**src/rtl/core/cdsw_pkg.sv**
```systemverilog
package cdsw_pkg;

	localparam int FUNC_W  = 3;
	localparam int YEAR_W  = 14;
	localparam int MONTH_W = 4;
	localparam int DAY_W   = 5;
	localparam int WDAY_W  = 3;
	localparam int Q100_W  = 8;
	localparam int YP_W    = 15;
	localparam int SUM_W   = 15;
	localparam int CFG_AW  = 1;

	// Division by 100 as a multiply by a scaled reciprocal; exact below 43690.
	localparam int               RECIP_SH  = 20;
	localparam logic [YEAR_W-1:0] RECIP_100 = 14'd10486;

	// Keeps the weekday sum positive (a multiple of 7 above the largest
	// century count) and folds in the final shift to Sunday-based numbering.
	localparam logic [SUM_W-1:0] WDAY_BIAS = 15'd169;

	localparam logic [FUNC_W-1:0] FN_NONE       = 3'd0;
	localparam logic [FUNC_W-1:0] FN_NEXT_DAY   = 3'd1;
	localparam logic [FUNC_W-1:0] FN_PREV_DAY   = 3'd2;
	localparam logic [FUNC_W-1:0] FN_NEXT_MONTH = 3'd3;
	localparam logic [FUNC_W-1:0] FN_PREV_MONTH = 3'd4;
	localparam logic [FUNC_W-1:0] FN_NEXT_YEAR  = 3'd5;
	localparam logic [FUNC_W-1:0] FN_PREV_YEAR  = 3'd6;

	localparam logic [CFG_AW-1:0] CFG_YEAR_LO = 1'd0;
	localparam logic [CFG_AW-1:0] CFG_YEAR_HI = 1'd1;

	localparam logic [MONTH_W-1:0] MON_JAN = 4'd1;
	localparam logic [MONTH_W-1:0] MON_FEB = 4'd2;
	localparam logic [MONTH_W-1:0] MON_DEC = 4'd12;

	typedef struct packed {
		logic [YEAR_W-1:0]  year;
		logic [MONTH_W-1:0] month;
		logic [DAY_W-1:0]   day;
		logic               in_ok;
		logic               wrap;
	} date_res_t;

	function automatic logic [Q100_W-1:0] div100(input logic [YP_W-1:0] x);
		logic [YP_W+YEAR_W-1:0] p;
		p = {{YEAR_W{1'b0}}, x} * {{YP_W{1'b0}}, RECIP_100};
		return p[RECIP_SH+Q100_W-1:RECIP_SH];
	endfunction

	// y is a leap year; q must be y / 100.
	function automatic logic is_leap(input logic [YEAR_W-1:0] y, input logic [Q100_W-1:0] q);
		logic [YP_W-1:0] hund;
		logic            rem0;
		hund = {7'd0, q} * 15'd100;
		rem0 = ({1'b0, y} == hund);
		return (y[1:0] == 2'b00) && (!rem0 || (q[1:0] == 2'b00));
	endfunction

	function automatic logic [DAY_W-1:0] month_len(input logic [MONTH_W-1:0] m,
			input logic leap);
		logic [DAY_W-1:0] len;
		case (m)
			4'd1, 4'd3, 4'd5, 4'd7, 4'd8, 4'd10, 4'd12: len = 5'd31;
			4'd4, 4'd6, 4'd9, 4'd11:                     len = 5'd30;
			4'd2:                                        len = leap ? 5'd29 : 5'd28;
			default:                                     len = 5'd0;
		endcase
		return len;
	endfunction

	// 2m + 3(m+1)/5 modulo 7, with January and February counted as months 13 and 14.
	function automatic logic [WDAY_W-1:0] month_term(input logic [MONTH_W-1:0] m);
		logic [WDAY_W-1:0] t;
		case (m)
			4'd0:    t = 3'd0;
			4'd1:    t = 3'd6;
			4'd2:    t = 3'd2;
			4'd3:    t = 3'd1;
			4'd4:    t = 3'd4;
			4'd5:    t = 3'd6;
			4'd6:    t = 3'd2;
			4'd7:    t = 3'd4;
			4'd8:    t = 3'd0;
			4'd9:    t = 3'd3;
			4'd10:   t = 3'd5;
			4'd11:   t = 3'd1;
			4'd12:   t = 3'd3;
			4'd13:   t = 3'd6;
			4'd14:   t = 3'd2;
			default: t = 3'd4;
		endcase
		return t;
	endfunction

	// Since 8 is 1 modulo 7, summing the octal digits keeps the residue.
	function automatic logic [WDAY_W-1:0] mod7(input logic [SUM_W-1:0] s);
		logic [5:0] a;
		logic [3:0] b;
		logic [3:0] c;
		a = {3'd0, s[2:0]} + {3'd0, s[5:3]} + {3'd0, s[8:6]} + {3'd0, s[11:9]}
			+ {3'd0, s[14:12]};
		b = {1'b0, a[5:3]} + {1'b0, a[2:0]};
		c = {3'd0, b[3]} + {1'b0, b[2:0]};
		if (c >= 4'd7) begin
			c = c - 4'd7;
		end
		return c[2:0];
	endfunction

endpackage

```
**src/rtl/core/cdsw_step.sv**
```systemverilog
module cdsw_step
	import cdsw_pkg::*;
(
	input  logic [FUNC_W-1:0]  func,
	input  logic [YEAR_W-1:0]  year,
	input  logic [MONTH_W-1:0] month,
	input  logic [DAY_W-1:0]   day,
	input  logic [Q100_W-1:0]  year_q100,
	input  logic [YEAR_W-1:0]  year_lo,
	input  logic [YEAR_W-1:0]  year_hi,
	output date_res_t          res
);

	logic               leap;
	logic [DAY_W-1:0]   len;
	logic               in_ok;
	logic [YEAR_W-1:0]  year_inc;
	logic [YEAR_W-1:0]  year_dec;
	logic               inc_wrap;
	logic               dec_wrap;
	logic [MONTH_W-1:0] month_inc;
	logic [MONTH_W-1:0] month_dec;

	assign leap      = is_leap(year, year_q100);
	assign len       = month_len(month, leap);
	assign in_ok     = (year >= year_lo) && (year <= year_hi) && (len != '0)
		&& (day != '0) && (day <= len);
	assign year_inc  = year + 14'd1;
	assign year_dec  = year - 14'd1;
	assign inc_wrap  = &year;
	assign dec_wrap  = (year == '0);
	assign month_inc = month + 4'd1;
	assign month_dec = month - 4'd1;

	always_comb begin
		res.year  = year;
		res.month = month;
		res.day   = day;
		res.in_ok = in_ok;
		res.wrap  = 1'b0;
		if (in_ok) begin
			case (func)
				FN_NEXT_DAY: begin
					if (day == len) begin
						res.day = 5'd1;
						if (month == MON_DEC) begin
							res.month = MON_JAN;
							res.year  = year_inc;
							res.wrap  = inc_wrap;
						end else begin
							res.month = month_inc;
						end
					end else begin
						res.day = day + 5'd1;
					end
				end
				FN_PREV_DAY: begin
					if (day == 5'd1) begin
						if (month == MON_JAN) begin
							res.month = MON_DEC;
							res.year  = year_dec;
							res.wrap  = dec_wrap;
							res.day   = 5'd31;
						end else begin
							res.month = month_dec;
							res.day   = month_len(month_dec, leap);
						end
					end else begin
						res.day = day - 5'd1;
					end
				end
				FN_NEXT_MONTH: begin
					if (month == MON_DEC) begin
						res.month = MON_JAN;
						res.year  = year_inc;
						res.wrap  = inc_wrap;
					end else begin
						res.month = month_inc;
					end
				end
				FN_PREV_MONTH: begin
					if (month == MON_JAN) begin
						res.month = MON_DEC;
						res.year  = year_dec;
						res.wrap  = dec_wrap;
					end else begin
						res.month = month_dec;
					end
				end
				FN_NEXT_YEAR: begin
					res.year = year_inc;
					res.wrap = inc_wrap;
				end
				FN_PREV_YEAR: begin
					res.year = year_dec;
					res.wrap = dec_wrap;
				end
				default: begin
				end
			endcase
		end
	end

endmodule

```
**src/rtl/core/calendar_date_step_weekday.sv**
```systemverilog
// Throughput: one request per cycle while the master side keeps taking results, through
// six register ranks.
// Every rank has its own valid bit and moves on when the rank after it is empty or
// moving, so bubbles are squeezed out while the output waits.
// Reset (arst_n low) empties the pipeline and sets the year limits to 1 and 9999.
module calendar_date_step_weekday
	import cdsw_pkg::*;
(
	input  logic              clk,
	input  logic              arst_n,
	input  logic              s_axis_tvalid,
	output logic              s_axis_tready,
	// func[2:0], year_in[16:3], month_in[20:17], day_in[25:21], zero[31:26]
	input  logic [31:0]       s_axis_tdata,
	output logic              m_axis_tvalid,
	input  logic              m_axis_tready,
	// year_out[13:0], month_out[17:14], day_out[22:18], weekday[25:23],
	// leap_year[26], date_valid[27], zero[31:28]
	output logic [31:0]       m_axis_tdata,
	input  logic              cfg_we,
	input  logic [CFG_AW-1:0] cfg_addr,
	input  logic [YEAR_W-1:0] cfg_wdata
);

	// Year limits. The user must change them only while the pipeline is empty; the block does not enforce it.
	logic [YEAR_W-1:0] year_lo_q;
	logic [YEAR_W-1:0] year_hi_q;

	always_ff @(posedge clk or negedge arst_n) begin
		if (!arst_n) begin
			year_lo_q <= 14'd1;
			year_hi_q <= 14'd9999;
		end else if (cfg_we) begin
			unique case (cfg_addr)
				CFG_YEAR_LO: year_lo_q <= cfg_wdata;
				CFG_YEAR_HI: year_hi_q <= cfg_wdata;
				default: begin
				end
			endcase
		end
	end

	// Pipeline flow control: a rank loads when it is empty or its contents leave.
	logic vld_s1, vld_s2, vld_s3, vld_s4, vld_s5, out_vld_q;
	logic rdy_s1, rdy_s2, rdy_s3, rdy_s4, rdy_s5, rdy_out;

	assign rdy_out       = !out_vld_q || m_axis_tready;
	assign rdy_s5        = !vld_s5 || rdy_out;
	assign rdy_s4        = !vld_s4 || rdy_s5;
	assign rdy_s3        = !vld_s3 || rdy_s4;
	assign rdy_s2        = !vld_s2 || rdy_s3;
	assign rdy_s1        = !vld_s1 || rdy_s2;
	assign s_axis_tready = rdy_s1;
	assign m_axis_tvalid = out_vld_q;

	always_ff @(posedge clk or negedge arst_n) begin
		if (!arst_n) begin
			vld_s1    <= 1'b0;
			vld_s2    <= 1'b0;
			vld_s3    <= 1'b0;
			vld_s4    <= 1'b0;
			vld_s5    <= 1'b0;
			out_vld_q <= 1'b0;
		end else begin
			if (rdy_s1) begin
				vld_s1 <= s_axis_tvalid;
			end
			if (rdy_s2) begin
				vld_s2 <= vld_s1;
			end
			if (rdy_s3) begin
				vld_s3 <= vld_s2;
			end
			if (rdy_s4) begin
				vld_s4 <= vld_s3;
			end
			if (rdy_s5) begin
				vld_s5 <= vld_s4;
			end
			if (rdy_out) begin
				out_vld_q <= vld_s5;
			end
		end
	end

	// Rank 1: the request as it arrived.
	logic [FUNC_W-1:0]  func_s1;
	logic [YEAR_W-1:0]  year_s1;
	logic [MONTH_W-1:0] month_s1;
	logic [DAY_W-1:0]   day_s1;

	always_ff @(posedge clk) begin
		if (rdy_s1) begin
			func_s1  <= s_axis_tdata[2:0];
			year_s1  <= s_axis_tdata[16:3];
			month_s1 <= s_axis_tdata[20:17];
			day_s1   <= s_axis_tdata[25:21];
		end
	end

	// Rank 2: the input year's century count, needed for its leap flag.
	logic [FUNC_W-1:0]  func_s2;
	logic [YEAR_W-1:0]  year_s2;
	logic [MONTH_W-1:0] month_s2;
	logic [DAY_W-1:0]   day_s2;
	logic [Q100_W-1:0]  qin_s2;

	always_ff @(posedge clk) begin
		if (rdy_s2) begin
			func_s2  <= func_s1;
			year_s2  <= year_s1;
			month_s2 <= month_s1;
			day_s2   <= day_s1;
			qin_s2   <= div100({1'b0, year_s1});
		end
	end

	// Rank 3: the stepped date. An invalid input date passes through unchanged.
	date_res_t step_res;
	date_res_t res_s3;

	cdsw_step u_step (
		.func      (func_s2),
		.year      (year_s2),
		.month     (month_s2),
		.day       (day_s2),
		.year_q100 (qin_s2),
		.year_lo   (year_lo_q),
		.year_hi   (year_hi_q),
		.res       (step_res)
	);

	always_ff @(posedge clk) begin
		if (rdy_s3) begin
			res_s3 <= step_res;
		end
	end

	// Rank 4: century counts of the result year and of the shifted weekday year.
	// January and February belong to the year before; the extra 400 years keep the
	// shifted year positive without changing the weekday.
	logic [YP_W-1:0]   yp_nx;
	date_res_t         res_s4;
	logic [YP_W-1:0]   yp_s4;
	logic [Q100_W-1:0] qo_s4;
	logic [Q100_W-1:0] qyp_s4;

	assign yp_nx = {1'b0, res_s3.year}
		+ (((res_s3.month == MON_JAN) || (res_s3.month == MON_FEB)) ? 15'd399 : 15'd400);

	always_ff @(posedge clk) begin
		if (rdy_s4) begin
			res_s4 <= res_s3;
			yp_s4  <= yp_nx;
			qo_s4  <= div100({1'b0, res_s3.year});
			qyp_s4 <= div100(yp_nx);
		end
	end

	// Rank 5: leap flag, validity and the weekday sum before its reduction.
	logic              leap_nx;
	logic              ok_nx;
	logic [SUM_W-1:0]  sum_nx;
	date_res_t         res_s5;
	logic              leap_s5;
	logic              ok_s5;
	logic [SUM_W-1:0]  sum_s5;

	assign leap_nx = is_leap(res_s4.year, qo_s4);
	assign ok_nx   = res_s4.in_ok && !res_s4.wrap
		&& (res_s4.year >= year_lo_q) && (res_s4.year <= year_hi_q)
		&& (res_s4.day != '0) && (res_s4.day <= month_len(res_s4.month, leap_nx));
	assign sum_nx  = {10'd0, res_s4.day} + {12'd0, month_term(res_s4.month)} + yp_s4
		+ {2'd0, yp_s4[YP_W-1:2]} + {9'd0, qyp_s4[Q100_W-1:2]} + WDAY_BIAS
		- {7'd0, qyp_s4};

	always_ff @(posedge clk) begin
		if (rdy_s5) begin
			res_s5  <= res_s4;
			leap_s5 <= leap_nx;
			ok_s5   <= ok_nx;
			sum_s5  <= sum_nx;
		end
	end

	// Output register: weekday reduced modulo 7, the rest carried.
	logic [YEAR_W-1:0]  year_out_q;
	logic [MONTH_W-1:0] month_out_q;
	logic [DAY_W-1:0]   day_out_q;
	logic [WDAY_W-1:0]  weekday_q;
	logic               leap_q;
	logic               valid_q;

	always_ff @(posedge clk) begin
		if (rdy_out) begin
			year_out_q  <= res_s5.year;
			month_out_q <= res_s5.month;
			day_out_q   <= res_s5.day;
			weekday_q   <= mod7(sum_s5);
			leap_q      <= leap_s5;
			valid_q     <= ok_s5;
		end
	end

	assign m_axis_tdata = {4'd0, valid_q, leap_q, weekday_q, day_out_q, month_out_q,
		year_out_q};

	// A valid result always names a real day of a real month.
	a_valid_date: assert property (@(posedge clk) disable iff (!arst_n)
		(out_vld_q && valid_q) |-> ((day_out_q != '0) && (month_out_q >= MON_JAN)
			&& (month_out_q <= MON_DEC)))
		else $error("valid result with an impossible day or month");

	// February of a valid result never goes past the 29th, and the 29th only in leap years.
	a_feb_len: assert property (@(posedge clk) disable iff (!arst_n)
		(out_vld_q && valid_q && (month_out_q == MON_FEB))
			|-> ((day_out_q <= 5'd28) || ((day_out_q == 5'd29) && leap_q)))
		else $error("valid February result beyond its length");

	// The weekday reduction never leaves 0..6.
	a_weekday_range: assert property (@(posedge clk) disable iff (!arst_n)
		out_vld_q |-> (weekday_q <= 3'd6))
		else $error("weekday out of range");

	// A leap year is always a multiple of four.
	a_leap_mod4: assert property (@(posedge clk) disable iff (!arst_n)
		(out_vld_q && leap_q) |-> (year_out_q[1:0] == 2'b00))
		else $error("leap flag on a year that is not a multiple of four");

	// An accepted request always lands in the first rank.
	a_accept_lands: assert property (@(posedge clk) disable iff (!arst_n)
		(s_axis_tvalid && s_axis_tready) |=> vld_s1)
		else $error("accepted request lost at the first rank");

endmodule
```
**config.mk**
```make
export PLATFORM = sky130hd
export DESIGN_NAME = calendar_date_step_weekday
export DESIGN_NICKNAME = d
export VERILOG_FILES = /design/src/rtl/core/cdsw_pkg.sv /design/src/rtl/core/cdsw_step.sv /design/src/rtl/core/calendar_date_step_weekday.sv
export SDC_FILE = /design/constraint.sdc
export NUM_CORES = 1
export LEC_CHECK = 0
export BUFFER_PORTS_ARGS = -buffer_cell sky130_fd_sc_hd__buf_2
export CORE_AREA = 2 2 217 219
export DETAILED_ROUTE_END_ITERATION = 12
export DIE_AREA = 0 0 219 221
export PLACE_DENSITY_LB_ADDON = 0.05
export REMOVE_ABC_BUFFERS = 1
export SLEW_MARGIN = 20
export SYNTH_ARGS = -nofsm -noshare
export SYNTH_HDL_FRONTEND = slang
export SYNTH_SLANG_ARGS = --single-unit
```
**constraint.sdc**
```tcl
create_clock -name clk -period 10.9 [get_ports clk]
set_clock_uncertainty 0.2 [all_clocks]
set_input_delay 0.545 -clock clk [delete_from_list [all_inputs] [get_ports clk]]
set_output_delay 0.545 -clock clk [all_outputs]
set_load 0.005 [all_outputs]
```
==> impl_results.md, run 1 <==
* Setup violators final at 0
* Slowest stage cell, crit path: fa_1
* Drt first pass iters at 5
* Die area at 48400 um2
* Synth top area cells: edfxtp_1 (25%), ha_1 (25%), fa_1 (18%)
* Layout Nets at 3208
* Setup TNS at 0 ps
* Vias per cell at 5.35
* Max frequency at 0.115 GHz
* Yosys top cell by area: edfxtp_1
* Largest net degree at the start of global routing at 42
* Total Routing Usage GR at 0.235
* CTS Buf Count at 29
* Final Max Slew Viols at 0
* Part of the cycle the worst path needs at 0.797
* Main flop type after synthesis: edfxtp_1
* Data arrival, critical path at 8790 ps
* Run status: finished clean
* Grt ovf at 0
* Asr flop ratio synth at 0.138
* Initial antenna violation count at 0
* # diodes at 0
* Worst Max-Slew Pin Slew at 1070 ps
* Post-detail-place hpwl at 43800 um
* First-pass GRT wire length at 89400 um
* Sequential share of the synthesized area at 0.288
* Via count at 16365
* DRC errors left at 0
* Clk Latency, worst-skew pair at 580 ps
* Worst-path clk slew at 50 ps
* Post-synth EDFFs at 209
* I/O pin count at 86
* Area of the multi-input gates at 15800 um2
* CTS Root Buffer Type: clkbuf_16
* Hold Crit Class: reg2reg
* Synth Register Bits at 246
* Register area at 7200 um2
* Die width at 219 um
* Routability Congestion at 0.911
* Vias in the first global route at 17339
* H-tree depth at 1
* Post-CTS sizing at 0
* Initial Util at 0.543
* Final Hold Viols at 0
* Kind of start point of the critical path: flop
* Die Y at 221 um
* Layout cells sized above 1 at 0.0751
* Post-synth top cells: inv_1 (507), ha_1 (499), fa_1 (230)
* WS Path Type: reg2reg
* CP endpoint kind: flop
* IO buf count at 75
* Site Rows at 79
* Wirelength, routed at 54200 um
* Synth Warn # at 0
* Post-synth top area share at 0.251
* Total clock sinks at 246
* Unrepaired setup endpoints after global routing: no
* Fill cells at 3935
* Netlist area before placement at 25000 um2
* Netlist cell types at 75
* Post-route ant nets at 0
* Largest stage delay on the critical path at 520 ps
* Clock buffer depth at 3
* Initial DRC count at 915
* Area Overhead vs Synth at 10.0%
* Crit path required time at 11010 ps
* Max FO, Critical Path at 6
* CP most frequent cell: fa_1
* Avg Cell Area, Syn at 10.9 um2
* CTS tree: yes
* Wire per inst at 17.7 um
* Fin crit period at 8680 ps
* Max_slew headroom at 0.286
* Most common cell in the netlist: inv_1
* Cells after synthesis at 2296
* Max Cap Viol at 0
* Core area at 46100 um2
[worst paths after layout]
path / start / end / slack (ps) / cells after the start
max: res_s3[7] / qyp_s4[7] / 2220 / 30
min: res_s5[6] / day_out_q[4] / 220 / 0
min in group asynchronous: arst_n / year_lo_q[12] / 390 / 2
min reg2reg: res_s5[6] / day_out_q[4] / 220 / 0
max in group asynchronous: arst_n / vld_s4 / 9600 / 2
max reg2reg: res_s3[7] / qyp_s4[7] / 2220 / 30
[layer usage]
metal	routed length [um]	share of wire	track usage
met1	24300	0.45	0.318
met4	1500	0.028	0.0617
met3	1660	0.031	0.0239
met5	0	0	0
met2	26800	0.49	0.403
[placed cells by master (no fill, tap or decap), types with 6 or more instances in the layout]
cell type	synthesis	layout
a211o_1	6	6
a211oi_1	14	14
a21o_1	35	35
a21oi_1	83	83
a22o_1	6	6
a31oi_1	8	8
and2_1	9	9
and3_1	9	9
buf_2	1	75
buf_4	6	13
clkbuf_16	0	29
dfrtp_1	25	25
dfstp_2	9	9
dlygate4sd3_1	0	42
edfxtp_1	209	209
fa_1	230	230
ha_1	499	499
inv_1	507	506
mux2_2	16	16
nand2_1	90	89
nand2b_1	16	16
nand3_1	25	24
nand4_1	24	24
nor2_1	74	74
nor2b_1	21	21
nor3_1	22	22
nor4_1	10	10
o211ai_1	7	7
o21a_1	12	12
o21ai_0	79	79
o21ai_1	6	6
o221ai_1	9	9
o22ai_1	7	7
o31ai_1	6	6
or2_2	6	6
xnor2_1	82	81
xor2_1	25	25
[kinds of logic after synthesis]
kind of cell    after synthesis  synth area share
compound gates              324            0.0841
xor+xnor                    107            0.0375
fa+ha+maj                   729             0.434
buf+inv                     540            0.0822
flops                       246             0.288
mux                          22            0.0101
other cells                   1          0.000150
simple gates                327            0.0648
[per-stage QoR]
stage,worst slack (ps),hold slack [ps],std cells,util,cell area (um2)
after global placement,2410,201,2961,0.567,26100
final,2220,217,3057,0.598,27500
after detailed placement,2240,205,2961,0.567,26100
after CTS,2220,219,3057,0.597,27500
after floorplan,2850,49.4,2266,-,24900
after global routing,1530,223,3057,0.598,27500
[final cells by class]
type	count	area share
inverter	507	0.0691
sequential	246	0.261
clock buffer	39	0.0295
multi-input combinational	1513	0.574
tap	607	0.0276
timing repair buffer	130	0.0324
clock inverter	15	0.00600
[critical path, delay by kind of cell (launching register included)]
kind	cells	cell delay (ps)
adder cells (fa/ha/maj)	7	2960
AND/OR/NAND/NOR	7	1730
AO/OA/AOI/OAI	9	1910
buffers and inverters	4	500
XOR/XNOR	3	670
flip-flops	1	430
[flip-flops by register name (all words and copies together), names as in the netlist, 14 cells and up, named ones only]
signal and cells:
res_s3 25, res_s4 25, res_s5 23, sum_s5 15, yp_s4 15, year_hi_q 14, year_lo_q 14, year_out_q 14
year_s1 14, year_s2 14
[what timing repair did]
action | 4_1_cts | 5_1_grt
hold buffers | 42 | 0
hold endpoints to repair | 78 | 0
setup buffers | 0 | 0
endpoints found under the setup margin | 0 | 0
Power of run 1 is left out: the tool's default activity adds up to more than one toggle a clock period on the data nets, which glitch-free logic cannot reach.
==> run 2, diff against run 1 <==
clock period = 8.3 ns   (was 10.9 ns; I/O delays follow)
==> impl_results.md, run 2 (same netlist as run 1, synthesis figures left out) <==
* Run status: finished clean
* Largest registers: res_s3 (25), res_s4 (25), res_s5 (23)
* Crit path required time at 8430 ps
* Die width at 219 um
* Drt first pass iters at 7
* Slowest stage cell, crit path: fa_1
* Routability Congestion at 0.912
* Wirelength, routed at 54800 um
* Area after DPL at 26200 um2
* Hold Crit Class: in2reg
* CP endpoint kind: flop
* Register area at 7200 um2
* Initial antenna violation count at 1
* First-pass GRT wire length at 89900 um
* Die Y at 221 um
* Final std cell area, no fill at 27700 um2
* Worst-path clk slew at 60 ps
* WS Path Type: reg2reg
* CTS Buf Count at 30
* Finished Layout Cells at 3072
* Most common cell after layout, fill and taps aside: inv_1
* Post-detail-place hpwl at 44100 um
* CP top delay family: adder cells
* Area Overhead vs Synth at 10.9%
* Die area at 48400 um2
* Total Routing Usage GR at 0.236
* Area of the multi-input gates at 15800 um2
* Wire per inst at 17.8 um
* Setup violators final at 0
* Via count at 16470
* Fill cells at 3891
* CTS Root Buffer Type: clkbuf_16
* # diodes at 0
* Worst Max-Slew Pin Slew at 1070 ps
* I/O pin count at 86
* Largest net degree at the start of global routing at 57
* Core area at 46100 um2
* Largest stage delay on the critical path at 550 ps
* Max FO, Critical Path at 6
* Initial DRC count at 841
* Clk Latency, worst-skew pair at 580 ps
* Max Cap Viol at 0
* Data arrival, critical path at 8020 ps
* Most frequent cells in the layout: inv_1 (505), ha_1 (499), fa_1 (230)
* Layout Nets at 3222
* Part of the cycle the worst path needs at 0.951
* DRC errors left at 0
* Kind of start point of the critical path: flop
* IO buf count at 75
* CTS tree: yes
* Max_slew headroom at 0.285
* Final Hold Viols at 0
* Hold_ws at 126 ps
* Vias in the first global route at 17488
* H-tree depth at 1
* Layout cells sized above 1 at 0.0848
* Vias per cell at 5.36
* Final Max Slew Viols at 0
* Inst Count DP at 2974
* Site Rows at 79
* Initial Util at 0.543
* Grt ovf at 0
* Clock buffer depth at 3
* Bufs and invs on worst path at 6
* Max frequency at 0.127 GHz
* Fin crit period at 7890 ps
* Post-route ant nets at 0
* Total clock sinks at 246
## run 2: cell count changes in the layout (fill, tap and decap cells not counted), sizes merged
cell	before	now
buf	88	101
clkinv	9	10
inv	509	514
clkbuf	39	33
bufinv	3	5
## run 2: final timing paths
path / from / endpoint / slack (ps) / cells after the start
max: res_s3[8] / qyp_s4[7] / 410 / 33
min: m_axis_tready / m_axis_tvalid / 130 / 3
max reg2reg: res_s3[8] / qyp_s4[7] / 410 / 33
min reg2reg: res_s3[0] / res_s4[0] / 220 / 0
max in group asynchronous: arst_n / year_lo_q[4] / 7130 / 2
min in group asynchronous: arst_n / year_lo_q[10] / 260 / 2
## run 2: through the flow
stage	utilization	setup WS [ps]	TNS, ps
final	0.602	407	0
after CTS	0.601	69.4	0
after detailed placement	0.569	-20.0	-20.0
after global placement	0.569	204	0
after floorplan	-	246	0
after global routing	0.602	-19.7	-19.7
## run 2: per-layer routing
layer	vias to the layer above	global-route usage	wire length (um)	share of wire
li1	8036	-	-	-
met1	8035	0.317	24300	0.44
met2	313	0.409	27000	0.49
met3	86	0.0261	2050	0.037
met4	0	0.0584	1510	0.028
met5	-	0	0	0
## run 2: cell type report
class,count,area share
timing repair buffer,143,0.0357
tap,607,0.0274
multi-input combinational,1513,0.570
sequential,246,0.260
clock buffer,33,0.0282
clock inverter,23,0.0102
inverter,507,0.0686
## run 2: what timing repair did
action,4_1_cts,5_1_grt
pin swaps,0,1
endpoints found under the hold margin,80,0
buffers inserted,0,0
gates resized for setup,1,8
setup endpoints to repair,1,3
hold buffers,42,0
## run 2: tightest hold or removal path, cell delays in order
cell,delay [ps]
buf_2,80
nor2b_1,70
or2_2,280
Power of run 2 is left out for the same reason.
